$ cat config.mk
export PLATFORM = sky130hd
export DESIGN_NAME = relay_delay_sequencer_flat
export DESIGN_NICKNAME = d
export VERILOG_FILES = /design/src/rtl/rds_pkg.sv /design/src/rtl/rds_in_if.sv /design/src/rtl/rds_out_if.sv /design/src/rtl/relay_delay_sequencer.sv /design/src/flat_wrapper.sv
export SDC_FILE = /design/constraint.sdc
export NUM_CORES = 1
export LEC_CHECK = 0
export BUFFER_PORTS_ARGS = -buffer_cell sky130_fd_sc_hd__buf_2
export CAP_MARGIN = 10
export CORE_MARGIN = 2
export CORE_UTILIZATION = 37
export CTS_BUF_LIST = sky130_fd_sc_hd__clkbuf_2 sky130_fd_sc_hd__clkbuf_4 sky130_fd_sc_hd__clkbuf_8
export CTS_CLUSTER_SIZE = 24
export DETAILED_ROUTE_END_ITERATION = 12
export GPL_TIMING_DRIVEN = 0
export SYNTH_ARGS = -nofsm -noshare
export SYNTH_HDL_FRONTEND = slang
export SYNTH_SLANG_ARGS = --single-unit
$ cat constraint.sdc
create_clock -name i_clk -period 20.6 [get_ports i_clk]
set_input_delay 4.12 -clock i_clk [delete_from_list [all_inputs] [get_ports i_clk]]
set_output_delay 4.12 -clock i_clk [all_outputs]
set_load 0.05 [all_outputs]
$ cat src/rtl/rds_pkg.sv
`default_nettype none

package rds_pkg;

    // field widths
    localparam int DELAY_W   = 8;
    localparam int MARK_W    = 4;
    localparam int MAX_CHANS = 8;
    localparam int CFG_W     = DELAY_W * MAX_CHANS;

    // configuration register indexes
    typedef enum logic [1:0] {
        CFG_OPEN_DELAYS  = 2'd0,
        CFG_CLOSE_DELAYS = 2'd1,
        CFG_CHAN_ENABLE  = 2'd2,
        CFG_UNUSED       = 2'd3
    } t_cfg_idx;

    typedef logic [DELAY_W-1:0] t_byte;
    typedef logic [MARK_W-1:0]  t_mark;

    localparam t_byte CHAN_ENABLE_RST = 8'hFF;

endpackage

`default_nettype wire

$ cat src/rtl/rds_in_if.sv
`default_nettype none

interface rds_in_if;
    logic valid;
    logic ready;
    logic second_tick;
    logic key_pressed;

    modport source (output valid, output second_tick, output key_pressed, input ready);
    modport sink   (input valid, input second_tick, input key_pressed, output ready);
endinterface

`default_nettype wire

$ cat src/rtl/rds_out_if.sv
`default_nettype none

interface rds_out_if;
    logic                valid;
    logic                ready;
    rds_pkg::t_byte      fired_second;
    rds_pkg::t_byte      relay_bits;
    logic                dir_open;
    logic                in_progress;

    modport source (output valid, output fired_second, output relay_bits,
                    output dir_open, output in_progress, input ready);
    modport sink   (input valid, input fired_second, input relay_bits,
                    input dir_open, input in_progress, output ready);
endinterface

`default_nettype wire

$ cat src/rtl/relay_delay_sequencer.sv
// relay delay sequencer
// i_item carries one poll: a one-second tick and a key-press flag. each accepted
// transaction produces exactly one result transaction on o_result with the
// fired second, the relay drive and the direction and in-progress flags.
// the config port (i_cfg_we, i_cfg_idx, i_cfg_data) writes the open delays,
// close delays and channel enable; write it only while the block is idle.
// the result is registered and valid in the cycle after the input is accepted.
// throughput: one poll per cycle unless a stalled receiver holds the result;
// the step is a single pass of parallel byte compares and a small max chain
// between the state registers and the result register.
// i_item.ready is high while the result register is empty or being taken,
// so a stalled receiver holds one result and then stops input.
// synchronous active-low reset turns all relays off, clears the counter,
// tick latch, markers and direction (closed) and sets channel enable to all
// ones; no result is pending after reset.
`default_nettype none

module relay_delay_sequencer #(
    parameter int NUM_CHANNELS = 8
) (
    input  wire                          i_clk,
    input  wire                          i_rst_n,
    rds_in_if.sink                       i_item,
    rds_out_if.source                    o_result,
    input  wire                          i_cfg_we,
    input  rds_pkg::t_cfg_idx            i_cfg_idx,
    input  wire [rds_pkg::CFG_W-1:0]     i_cfg_data
);

    localparam int LIVE = (NUM_CHANNELS > rds_pkg::MAX_CHANS) ?
                          rds_pkg::MAX_CHANS : NUM_CHANNELS;

    // configuration registers
    logic [rds_pkg::CFG_W-1:0] r_open_dly, r_close_dly;
    rds_pkg::t_byte            r_enable;

    // sequencer state
    rds_pkg::t_byte r_relay, n_relay;
    rds_pkg::t_byte r_cnt, n_cnt;
    logic           r_latch, n_latch;
    logic           r_dir, n_dir;
    logic           r_seq, n_seq;
    rds_pkg::t_mark r_om, n_om, r_omp, n_omp;
    rds_pkg::t_mark r_cm, n_cm, r_cmp, n_cmp;

    // result register
    logic           r_valid;
    rds_pkg::t_byte r_fired, n_fired;

    logic accept;

    assign i_item.ready = !r_valid || o_result.ready;
    assign accept       = i_item.valid && i_item.ready;

    // config writes
    always_ff @(posedge i_clk) begin
        if (!i_rst_n) begin
            r_open_dly  <= '0;
            r_close_dly <= '0;
            r_enable    <= rds_pkg::CHAN_ENABLE_RST;
        end else if (i_cfg_we) begin
            unique case (i_cfg_idx)
                rds_pkg::CFG_OPEN_DELAYS:  r_open_dly  <= i_cfg_data;
                rds_pkg::CFG_CLOSE_DELAYS: r_close_dly <= i_cfg_data;
                rds_pkg::CFG_CHAN_ENABLE:  r_enable    <= i_cfg_data[rds_pkg::DELAY_W-1:0];
                default: ;
            endcase
        end
    end

    // one poll step
    always_comb begin
        logic [rds_pkg::CFG_W-1:0] dly_word;
        rds_pkg::t_mark            mark, prev;
        rds_pkg::t_byte            top, tgt;

        n_latch = r_latch | i_item.second_tick;
        n_cnt   = r_cnt;
        n_dir   = r_dir;
        n_seq   = r_seq;
        n_relay = r_relay;
        n_om    = r_om;
        n_omp   = r_omp;
        n_cm    = r_cm;
        n_cmp   = r_cmp;
        n_fired = '0;
        top     = '0;
        tgt     = '0;

        // tick advances the counter only while sequencing
        if (n_latch && r_seq) begin
            n_latch = 1'b0;
            n_cnt   = r_cnt + 8'd1;
        end

        // key press flips direction and restarts
        if (i_item.key_pressed) begin
            n_dir = !r_dir;
            n_seq = 1'b1;
            n_cnt = '0;
            if (n_dir) n_om = '0;
            else       n_cm = '0;
        end

        dly_word = n_dir ? r_open_dly : r_close_dly;
        mark     = n_dir ? n_om : n_cm;
        prev     = n_dir ? n_omp : n_cmp;

        if (n_seq) begin
            // per-channel compare, highest matching channel wins the marker
            for (int ch = 0; ch < LIVE; ch++) begin
                tgt = dly_word[rds_pkg::DELAY_W*ch +: rds_pkg::DELAY_W] + 8'd1;
                if (tgt > top) top = tgt;
                if (tgt == n_cnt) begin
                    if (n_dir) begin
                        if (r_enable[ch]) n_relay[ch] = 1'b1;
                    end else begin
                        n_relay[ch] = 1'b0;
                    end
                    mark = rds_pkg::MARK_W'(ch + 1);
                end
            end
            if (top == n_cnt) n_seq = 1'b0;
            if (mark != prev) begin
                prev    = mark;
                n_fired = n_cnt;
            end
            if (n_dir) begin
                n_om  = mark;
                n_omp = prev;
            end else begin
                n_cm  = mark;
                n_cmp = prev;
            end
        end
    end

    // state update on each accepted transaction
    always_ff @(posedge i_clk) begin
        if (!i_rst_n) begin
            r_relay <= '0;
            r_cnt   <= '0;
            r_latch <= 1'b0;
            r_dir   <= 1'b0;
            r_seq   <= 1'b0;
            r_om    <= '0;
            r_omp   <= '0;
            r_cm    <= '0;
            r_cmp   <= '0;
        end else if (accept) begin
            r_relay <= n_relay;
            r_cnt   <= n_cnt;
            r_latch <= n_latch;
            r_dir   <= n_dir;
            r_seq   <= n_seq;
            r_om    <= n_om;
            r_omp   <= n_omp;
            r_cm    <= n_cm;
            r_cmp   <= n_cmp;
        end
    end

    // result register
    always_ff @(posedge i_clk) begin
        if (!i_rst_n) begin
            r_valid <= 1'b0;
        end else if (accept) begin
            r_valid <= 1'b1;
        end else if (o_result.ready) begin
            r_valid <= 1'b0;
        end
    end

    always_ff @(posedge i_clk) begin
        if (!i_rst_n) begin
            r_fired <= '0;
        end else if (accept) begin
            r_fired <= n_fired;
        end
    end

    // relay and mode state always match the last result
    assign o_result.valid        = r_valid;
    assign o_result.fired_second = r_fired;
    assign o_result.relay_bits   = r_relay;
    assign o_result.dir_open     = r_dir;
    assign o_result.in_progress  = r_seq;

endmodule

`default_nettype wire

$ cat src/flat_wrapper.sv
// flat-port wrapper written by rule: the top's interface ports become plain ports
module relay_delay_sequencer_flat 
#(
    parameter int NUM_CHANNELS = 8
)
  (i_clk, i_rst_n, i_cfg_we, i_cfg_idx, i_cfg_data, i_item_valid, i_item_second_tick, i_item_key_pressed, i_item_ready, o_result_valid, o_result_fired_second, o_result_relay_bits, o_result_dir_open, o_result_in_progress, o_result_ready);
  rds_in_if i_item_i ();
  rds_out_if o_result_i ();
  input  wire i_clk;
  input  wire i_rst_n;
  input  wire i_cfg_we;
  input  rds_pkg::t_cfg_idx i_cfg_idx;
  input  wire [rds_pkg::CFG_W-1:0] i_cfg_data;
  input wire logic [$bits(i_item_i.valid)-1:0] i_item_valid;
  input wire logic [$bits(i_item_i.second_tick)-1:0] i_item_second_tick;
  input wire logic [$bits(i_item_i.key_pressed)-1:0] i_item_key_pressed;
  output wire logic [$bits(i_item_i.ready)-1:0] i_item_ready;
  output wire logic [$bits(o_result_i.valid)-1:0] o_result_valid;
  output wire logic [$bits(o_result_i.fired_second)-1:0] o_result_fired_second;
  output wire logic [$bits(o_result_i.relay_bits)-1:0] o_result_relay_bits;
  output wire logic [$bits(o_result_i.dir_open)-1:0] o_result_dir_open;
  output wire logic [$bits(o_result_i.in_progress)-1:0] o_result_in_progress;
  input wire logic [$bits(o_result_i.ready)-1:0] o_result_ready;
  assign i_item_i.valid = i_item_valid;
  assign i_item_i.second_tick = i_item_second_tick;
  assign i_item_i.key_pressed = i_item_key_pressed;
  assign i_item_ready = i_item_i.ready;
  assign o_result_valid = o_result_i.valid;
  assign o_result_fired_second = o_result_i.fired_second;
  assign o_result_relay_bits = o_result_i.relay_bits;
  assign o_result_dir_open = o_result_i.dir_open;
  assign o_result_in_progress = o_result_i.in_progress;
  assign o_result_i.ready = o_result_ready;
  relay_delay_sequencer #(.NUM_CHANNELS(NUM_CHANNELS)) u_core (.i_clk(i_clk), .i_rst_n(i_rst_n), .i_item(i_item_i), .o_result(o_result_i), .i_cfg_we(i_cfg_we), .i_cfg_idx(i_cfg_idx), .i_cfg_data(i_cfg_data));
endmodule
## Word-level counts from Yosys, hierarchy flattened

Index checks and enable logic that the tools add are counted.

| word-level totals | value |
|---|---|
| register bits | 180 |
| input bits | 73 |
| output and inout port bits | 20 |
| logic and storage cells | 144 |

| cells by class | value |
|---|---|
| add/sub/neg operators | 9 |
| order comparisons | 8 |
| equal/unequal tests | 20 |
| multiplexer cells | 64 |
| bitwise gates (word level) | 2 |
| reductions and logical operators | 20 |

Operator list:

| operator | count |
|---|---|
| 2-to-1 mux 8 bit | 20 |
| 2-to-1 mux 4 bit | 20 |
| adder 8 x 1 -> 8 bit (second input constant) | 9 |
| == test 8 bit | 9 |
| 2-to-1 mux 64 bit | 1 |
| greater-than comparator 8 bit | 7 |
| AND reduction 4 bit | 8 |
| 2-to-1 mux 1 bit | 23 |
| != test 2 x 1 -> 1 bit (second input constant) | 8 |
| greater-than comparator 8 x 1 -> 1 bit (second input constant) | 1 |
| AND reduction 2 bit | 3 |
| AND reduction 3 bit | 2 |
| != test 4 bit | 1 |
| == test 2 x 1 -> 1 bit (second input constant) | 1 |
| == test 2 bit (second input constant) | 1 |
| logical AND 1 bit | 2 |
| logical NOT 1 bit | 2 |
| logical NOT 2 bit | 1 |
| nonzero test 2 bit | 1 |
| logical OR 1 bit | 1 |
| inverter 1 bit | 1 |
| OR 1 bit | 1 |

## Logic depth before layout (Yosys ltp)

Gate-level depths: netlist of the first run.

| logic depth | value |
|---|---|
| depth in word-level cells | 31 |
| mapped depth | 88 |
| gate-level depth less buffers | 78 |

## Least setup slack after synthesis of the first run

Ideal clock, no wire load.

| path | value |
|---|---|
| path kind | input to register |
| start | in i_item_key_pressed |
| end | reg u_core.r_seq (netlist: u_core.o_result.in_progress) |
| setup time | 0.137 ns |
| arrival time | 18.406 ns |
| required time | 20.463 ns |
| setup slack | 2.057 ns |
| stages | 81 |
| path buffers | 9 |
| path through | buf_2 -> xnor2_4 -> buf_4 -> buf_2 -> buf_2 -> buf_2 -> buf_2 -> nand2_1 -> nand2_1 -> ha_1 -> inv_1 -> a221oi_1 -> xor2_1 -> inv_1 -> ha_1 -> nand4_1 -> nor2_1 -> a211oi_1 -> [45 not listed] -> a21oi_1 -> clkbuf_1 -> mux2_2 -> ha_1 -> nor2b_1 -> o21a_1 -> o21ai_0 -> nand2b_1 -> a21oi_1 -> nor2_1 -> a211oi_1 -> a21oi_1 -> nor2_1 -> a41oi_1 -> nand3_1 -> xnor2_1 -> o211a_1 -> a41oi_1 |

| on the way | value |
|---|---|
| cells in the longest elaborated chain, start to end | 30 |
| elaborated cells between the ends (all ways) | 39 |
| those cells by class | add/sub: 8; order compare: 8; eq/ne: 1; mux: 22 |

Ends and longest elaborated chain:

| element | line | source |
|---|---|---|
| start, declared | flat_wrapper.sv:16 | `input wire logic [$bits(i_item_i.key_pressed)-1:0] i_item_key_pressed;` |
| 2-to-1 mux 1 bit | relay_delay_sequencer.sv:97 | `if (i_item.key_pressed) begin` |
| 2-to-1 mux 64 bit | relay_delay_sequencer.sv:105 | `dly_word = n_dir ? r_open_dly : r_close_dly;` |
| adder 8 x 1 -> 8 bit | relay_delay_sequencer.sv:112 | `tgt = dly_word[rds_pkg::DELAY_W*ch +: rds_pkg::DELAY_W] + 8'd1;` |
| greater-than comparator 8 x 1 -> 1 bit | relay_delay_sequencer.sv:113 | `if (tgt > top) top = tgt;` |
| 2-to-1 mux 8 bit | relay_delay_sequencer.sv:113 |  |
| 2-to-1 mux 8 bit | relay_delay_sequencer.sv:109 | `if (n_seq) begin` |
| greater-than comparator 8 bit | relay_delay_sequencer.sv:113 |  |
| 2-to-1 mux 8 bit | relay_delay_sequencer.sv:113 |  |
| [14 not listed] | -- |  |
| 2-to-1 mux 8 bit | relay_delay_sequencer.sv:113 |  |
| 2-to-1 mux 8 bit | relay_delay_sequencer.sv:109 |  |
| greater-than comparator 8 bit | relay_delay_sequencer.sv:113 |  |
| 2-to-1 mux 8 bit | relay_delay_sequencer.sv:113 |  |
| 2-to-1 mux 8 bit | relay_delay_sequencer.sv:109 |  |
| == test 8 bit | relay_delay_sequencer.sv:123 | `if (top == n_cnt) n_seq = 1'b0;` |
| 2-to-1 mux 1 bit | relay_delay_sequencer.sv:123 |  |
| 2-to-1 mux 1 bit * | relay_delay_sequencer.sv:109 |  |
| end signal, assigned | relay_delay_sequencer.sv:155 | `r_seq <= n_seq;` |
| end, declared | relay_delay_sequencer.sv:42 | `logic r_seq, n_seq;` |

Mark *: on every way between the ends. The rest lies on a longest branch, timed or not. The select of a mux whose other input is x is not followed.
A chain may end at the register's enable or synchronous reset.

## Worst setup path in the final report of the first run

Ends and elaborated chain as after synthesis.

==> out/qor.txt, run 1 <==
Status = finished, final reports clean
Clk_lat worst skew = 0.50 ns
Slowest Stage Delay on Critical Path = 0.43 ns
CTS tree = yes
Commonest non-fill, non-tap cell in the layout = nand2_1
Layout fillers = 3373
Row cnt = 66
Critical Path Start Type = primary input
Clock-pin slew on the worst setup and hold paths = 0.09 ns
Worst EP required = 20.97 ns
Worst vdd ir = 0.0000985 V
Final worst-path cycle share = 96.0%
Vias = 11200
Global-route wire length before repair = 57.2 mm
Initial Utilization = 37.4%
Synth Instances = 1550
Vias/cell = 5.25
HP Class = reg -> reg
Die Wd = 185 um
Yosys top cell area share = 29.8%
Relative slew slack = 24.6%
Root Driver = clkbuf_8
Mapped Nets = 1683
Finish-stage setup viols = 0
Clock Skews = 0.0143 ns
Share of synthesized registers carrying an async set or reset = 0%
Clock Path Buffers = 2
Initial DRC Count = 750
Post-synth EDFFs = 0
Total track usage = 21.7%
Synth top area cells = dfxtp_1 30%, nand2_1 12%, a21boi_0 9.1%
Pwr Density = 126 mW/mm^2
Mean Syn Cell Area = 7.81 sq um
Register area share after synthesis = 29.8%
Port bufs = 90
Worst setup EP type = flop
Synth Cell Area = 0.0121 sq mm
Minimum clock period = 19.79 ns
Yosys reg bits = 180
Global route overflow = 0
Nets = 1803
Final slew viol count = 0
Placed Instances = 2082
DP Wirelength = 27.7 mm
DRC violations left = 0
Crit path kind = in -> reg
Initial antenna violation count = 3
Data arrival time of the worst path = 20.15 ns
CTS Buf Count = 17
YS warnings = 0
Slowest stage cell, crit path = xnor2_4
Clock Sinks = 180
Boundary Pins = 93
Drt wl/cell = 17.3 um
ANT nets after route = 0
Area growth syn-to-layout = 13.4%
FMAX = 50.5 MHz
Worst Tran Pin Value = 1.13 ns
CP dominant cell by count = ha_1
Die area = 0.0342 sq mm
Leakage power = 5.47 nW
Synth Flop Type = dfxtp_1
Largest net degree at the start of global routing = 20
Final GP Congestion = 0.909
Htree depth = 4
Commonest non-fill, non-tap cells in the layout = 396 x nand2_1, 180 x dfxtp_1, 146 x a21boi_0
Die height = 185 um
Critical path fanouts, max = 19
Netlist cell types = 76
Share of cells above drive strength 1 = 11.7%
Hold Fails Final Rpt = 0
Non-Filler Instances = 2125
Fin Setup TNS = 0 ns
CORE AREA = 0.0324 sq mm
Final wirelength = 36.8 mm
DRT Pass-1 Iters = 6
Dominant cell type by area after synthesis = dfxtp_1
Vias in the first global route = 10500
Max Cap Viol = 0
routing by layer:
layer  GRT usage (%)  share of wire, %  up-vias
met3            4.27               6.0       39
met2            34.6                44      289
met5            1.33             0.030        -
met4            6.16               1.8        2
met1            29.5                48     5252
li1                -                 -     5579
logic make-up (layout without fill, tap and decap cells):
group | count (synthesis) | after routing | synth area share [%]
and+or+nand+nor | 666 | 666 | 24.4
other | 0 | 1 | 0
xor gates and xnor gates | 135 | 135 | 9.99
DFF | 180 | 180 | 29.8
buffers and inverters | 110 | 241 | 3.69
adders and majority gates | 60 | 60 | 6.20
muxes | 82 | 82 | 7.05
AOI/OAI and AO/OA | 317 | 318 | 18.9
synthesized netlist by cell type, types with 29 or more instances:
cell type / number
a21boi_0: 146
a21oi_1: 45
and3_1: 31
clkbuf_1: 52
dfxtp_1: 180
ha_1: 60
inv_1: 29
mux2i_1: 68
nand2_1: 396
nand3_1: 69
nor2_1: 72
o21ai_0: 33
xnor2_1: 83
xor2_1: 50
sequential cells by signal, summed over array words and instances, names as in the netlist:
name / count
u_core.o_result.dir_open: 1
u_core.r_close_dly: 64
u_core.r_enable: 8
u_core.o_result.relay_bits: 8
u_core.o_result.fired_second: 8
u_core.o_result.valid: 1
u_core.r_om: 4
u_core.r_open_dly: 64
u_core.r_cm: 4
u_core.r_cmp: 4
u_core.r_cnt: 8
u_core.r_latch: 1
u_core.o_result.in_progress: 1
u_core.r_omp: 4
worst max-delay path: cells and delay by family:
kind / cells / cell delay (ns)
AOI/OAI and AO/OA: 27 / 5.37
buffers and inverters: 10 / 1.90
and+or+nand+nor: 27 / 4.13
adders and majority gates: 8 / 2.32
xor gates and xnor gates: 3 / 0.90
muxes: 4 / 1.36
final timing paths:
path	start	to	slack [ns]	depth (start not counted)
setup / recovery	i_item_key_pressed	u_core.o_result.in_progress$_SDFFE_PN0P_	0.81	79
hold / removal	u_core.r_open_dly[57]$_SDFFE_PN0P_	u_core.r_open_dly[57]$_SDFFE_PN0P_	0.47	2
setup reg to reg	u_core.o_result.dir_open$_SDFFE_PN0P_	u_core.o_result.in_progress$_SDFFE_PN0P_	4.18	79
hold reg to reg	u_core.r_open_dly[57]$_SDFFE_PN0P_	u_core.r_open_dly[57]$_SDFFE_PN0P_	0.47	2
cell type report:
class	count	area (sq um)	area share (%)
inverter	29	109	0.793
multi-input combinational	1261	8130	59.2
antenna	1	2.50	0.0182
tap	442	553	4.03
buffer	79	372	2.71
clock buffer	24	299	2.18
sequential	180	3600	26.2
clock inverter	7	124	0.902
timing repair buffer	102	541	3.94
through the flow:
stage | hold WS, ns | util, % | instance area, sq um | power [W] | setup WS (ns)
detailed placement | 0.455 | 40.5 | 13100 | 0.00138 | -1.61
finish | 0.466 | 42.4 | 13700 | 0.00173 | 0.814
global route | 0.483 | 42.4 | 13700 | 0.00185 | -0.167
global placement | 0.446 | 40.5 | 13100 | 0.00137 | -1.34
CTS | 0.469 | 41.8 | 13500 | 0.00166 | 0.0351
floorplan | 0.435 | - | 12100 | 0.00115 | 2.06
where the power goes:
| part | switching (W) | internal (W) | leakage (nW) |
|---|---|---|---|
| Clock | 0.000133 | 0.000133 | 0.215 |
| Sequential | 0.0000124 | 0.000363 | 1.46 |
| Combinational | 0.000650 | 0.000435 | 3.79 |
| Total | 0.000796 | 0.000930 | 5.47 |
repair_timing:
| action | 4_1_cts | 5_1_grt |
|---|---|---|
| buffers inserted | 0 | 12 |
| gates resized for setup | 8 | 24 |
| hold buffers | 0 | 0 |
| gates cloned | 0 | 1 |
| pin swaps | 0 | 5 |
| endpoints found under the setup margin | 1 | 1 |
(Power assumes the default switching activity.)
==> run 2: changes to the inputs <==
HOLD_SLACK_MARGIN = 0.15   (was unset)
REMOVE_ABC_BUFFERS = 1   (was unset)
==> run 2 against run 1 <==
  * Critical path depth shrank 2
  * Largest cell class unchanged
  * Combinational power shrank 5%
  * Largest power group unchanged
  * Global-route usage shrank 2.1 points
==> out/qor.txt, run 2 (synthesis results as in run 1) <==
Status = finished, final reports clean
DP Wirelength = 24.3 mm
RSZ-0062 raised after global routing = false
Final worst-path cycle share = 94.8%
Nets = 1738
FMAX = 51.2 MHz
Hold Fails Final Rpt = 0
CORE AREA = 0.0324 sq mm
Clock Path Buffers = 2
Clk_lat worst skew = 0.52 ns
Worst vdd ir = 0.000106 V
R2R setup slack = 4.32 ns
Critical Path Start Type = primary input
Commonest non-fill, non-tap cell in the layout = nand2_1
Root Driver = clkbuf_8
Vias = 10800
Initial Utilization = 37.4%
Worst setup EP type = flop
Minimum clock period = 19.52 ns
DRT Pass-1 Iters = 5
Row cnt = 66
Vias/cell = 5.24
Largest registers = u_core.r_close_dly: 64 flops, u_core.r_open_dly: 64 flops
CTS tree = yes
CP dominant cell by count = ha_1
Global-route wire length before repair = 53.4 mm
Initial DRC Count = 716
Data arrival time of the worst path = 19.92 ns
Pwr Density = 122 mW/mm^2
Final GP Congestion = 0.863
Crit path kind = in -> reg
Placed Instances = 2023
Global route overflow = 0
Pre-CTS setup slack = 0.0665 ns
Delay-heaviest family, CP = compound AO/OA/AOI/OAI gates
Final slew viol count = 0
ANT nets after route = 0
Max Cap Viol = 0
Worst Path Buf+Inv = 5
Total track usage = 19.5%
Hold_ws = 0.467 ns
Clock Skews = 0.0240 ns
Slowest Stage Delay on Critical Path = 0.52 ns
Total power = 0.00166 W
Relative slew slack = 34.1%
Largest net degree at the start of global routing = 102
Setup ws final = 1.08 ns
Boundary Pins = 93
Drt wl/cell = 15.9 um
Worst EP required = 21.00 ns
Die height = 185 um
Die Wd = 185 um
Vias in the first global route = 10200
Clock Sinks = 180
Share of cells above drive strength 1 = 12.1%
Commonest non-fill, non-tap cells in the layout = 396 x nand2_1, 180 x dfxtp_1, 146 x a21boi_0
Final wirelength = 32.8 mm
Die area = 0.0342 sq mm
Clock-pin slew on the worst setup and hold paths = 0.11 ns
DRC violations left = 0
Worst Tran Pin Value = 0.984 ns
CTS Hold Bufs = 0
CTS Buf Count = 17
Post-route cell area = 0.0136 sq mm
Instance area at placement = 0.0131 sq mm
Critical path fanouts, max = 29
Leakage power = 5.42 nW
Non-Filler Instances = 2061
Finish-stage setup viols = 0
Port bufs = 92
Slowest stage cell, crit path = a221oi_4
HP Class = reg -> reg
Initial antenna violation count = 1
Htree depth = 4
Layout fillers = 3383
Area growth syn-to-layout = 12.5%
==> run 2: changes by cell type in the layout (fill, tap and decap cells not counted), moves of 8 or more <==
cell and change:
buf_1 -15, buf_4 -8, clkbuf_1 -45, clkbuf_4 -9
==> run 2: worst register-to-register path, delay by kind of cell (launching register included) <==
family	cells	cell delay [ns]
adder cells (fa/ha/maj)	8	2.30
flip-flops	1	0.85
AND/OR/NAND/NOR	28	3.70
XOR/XNOR	3	0.70
AO/OA/AOI/OAI	31	7.31
multiplexers	2	0.68
buffers and inverters	4	0.65
==> run 2: stage by stage <==
stage               TNS [ns]  utilization, %
floorplan                  0               -
global placement       -2.25            39.5
detailed placement         0            40.6
CTS                        0            41.8
global route               0            42.1
finish                     0            42.1
==> run 2: worst paths after layout <==
path,startpoint,to,depth (start not counted)
max,i_item_key_pressed,u_core.o_result.in_progress$_SDFFE_PN0P_,77
min,u_core.r_open_dly[56]$_SDFFE_PN0P_,u_core.r_open_dly[56]$_SDFFE_PN0P_,2
max reg2reg,u_core.o_result.dir_open$_SDFFE_PN0P_,u_core.o_result.in_progress$_SDFFE_PN0P_,76
min reg2reg,u_core.r_open_dly[56]$_SDFFE_PN0P_,u_core.r_open_dly[56]$_SDFFE_PN0P_,2
==> run 2: area by class of cell <==
| type | instances | area [sq um] | area share [%] |
|---|---|---|---|
| clock buffers | 17 | 234 | 1.72 |
| well taps | 442 | 553 | 4.06 |
| inverters | 29 | 109 | 0.799 |
| flip-flops and latches | 180 | 3600 | 26.5 |
| diodes | 1 | 2.50 | 0.0184 |
| multi-input cells | 1261 | 8130 | 59.7 |
| repair buffers | 116 | 806 | 5.92 |
| clock inverters | 15 | 176 | 1.30 |
==> run 2: power breakdown <==
| part | internal, W | switching (W) |
|---|---|---|
| registers | 0.000363 | 0.0000132 |
| clock network | 0.0000929 | 0.000161 |
| logic | 0.000409 | 0.000619 |
| total | 0.000864 | 0.000793 |
==> run 2: repair_timing <==
| item | 4_1_cts | 5_1_grt |
|---|---|---|
| gates resized for setup | 0 | 4 |
| setup endpoints to repair | 0 | 1 |
| buffers inserted | 0 | 4 |
==> run 2: routing by layer <==
layer,GRT usage [%],vias to the layer above,wire length (um)
met2,33.3,221,15500
met4,4.63,0,420
li1,-,5439,-
met5,0,-,0
met3,3.42,35,1710
met1,25.6,5099,15200
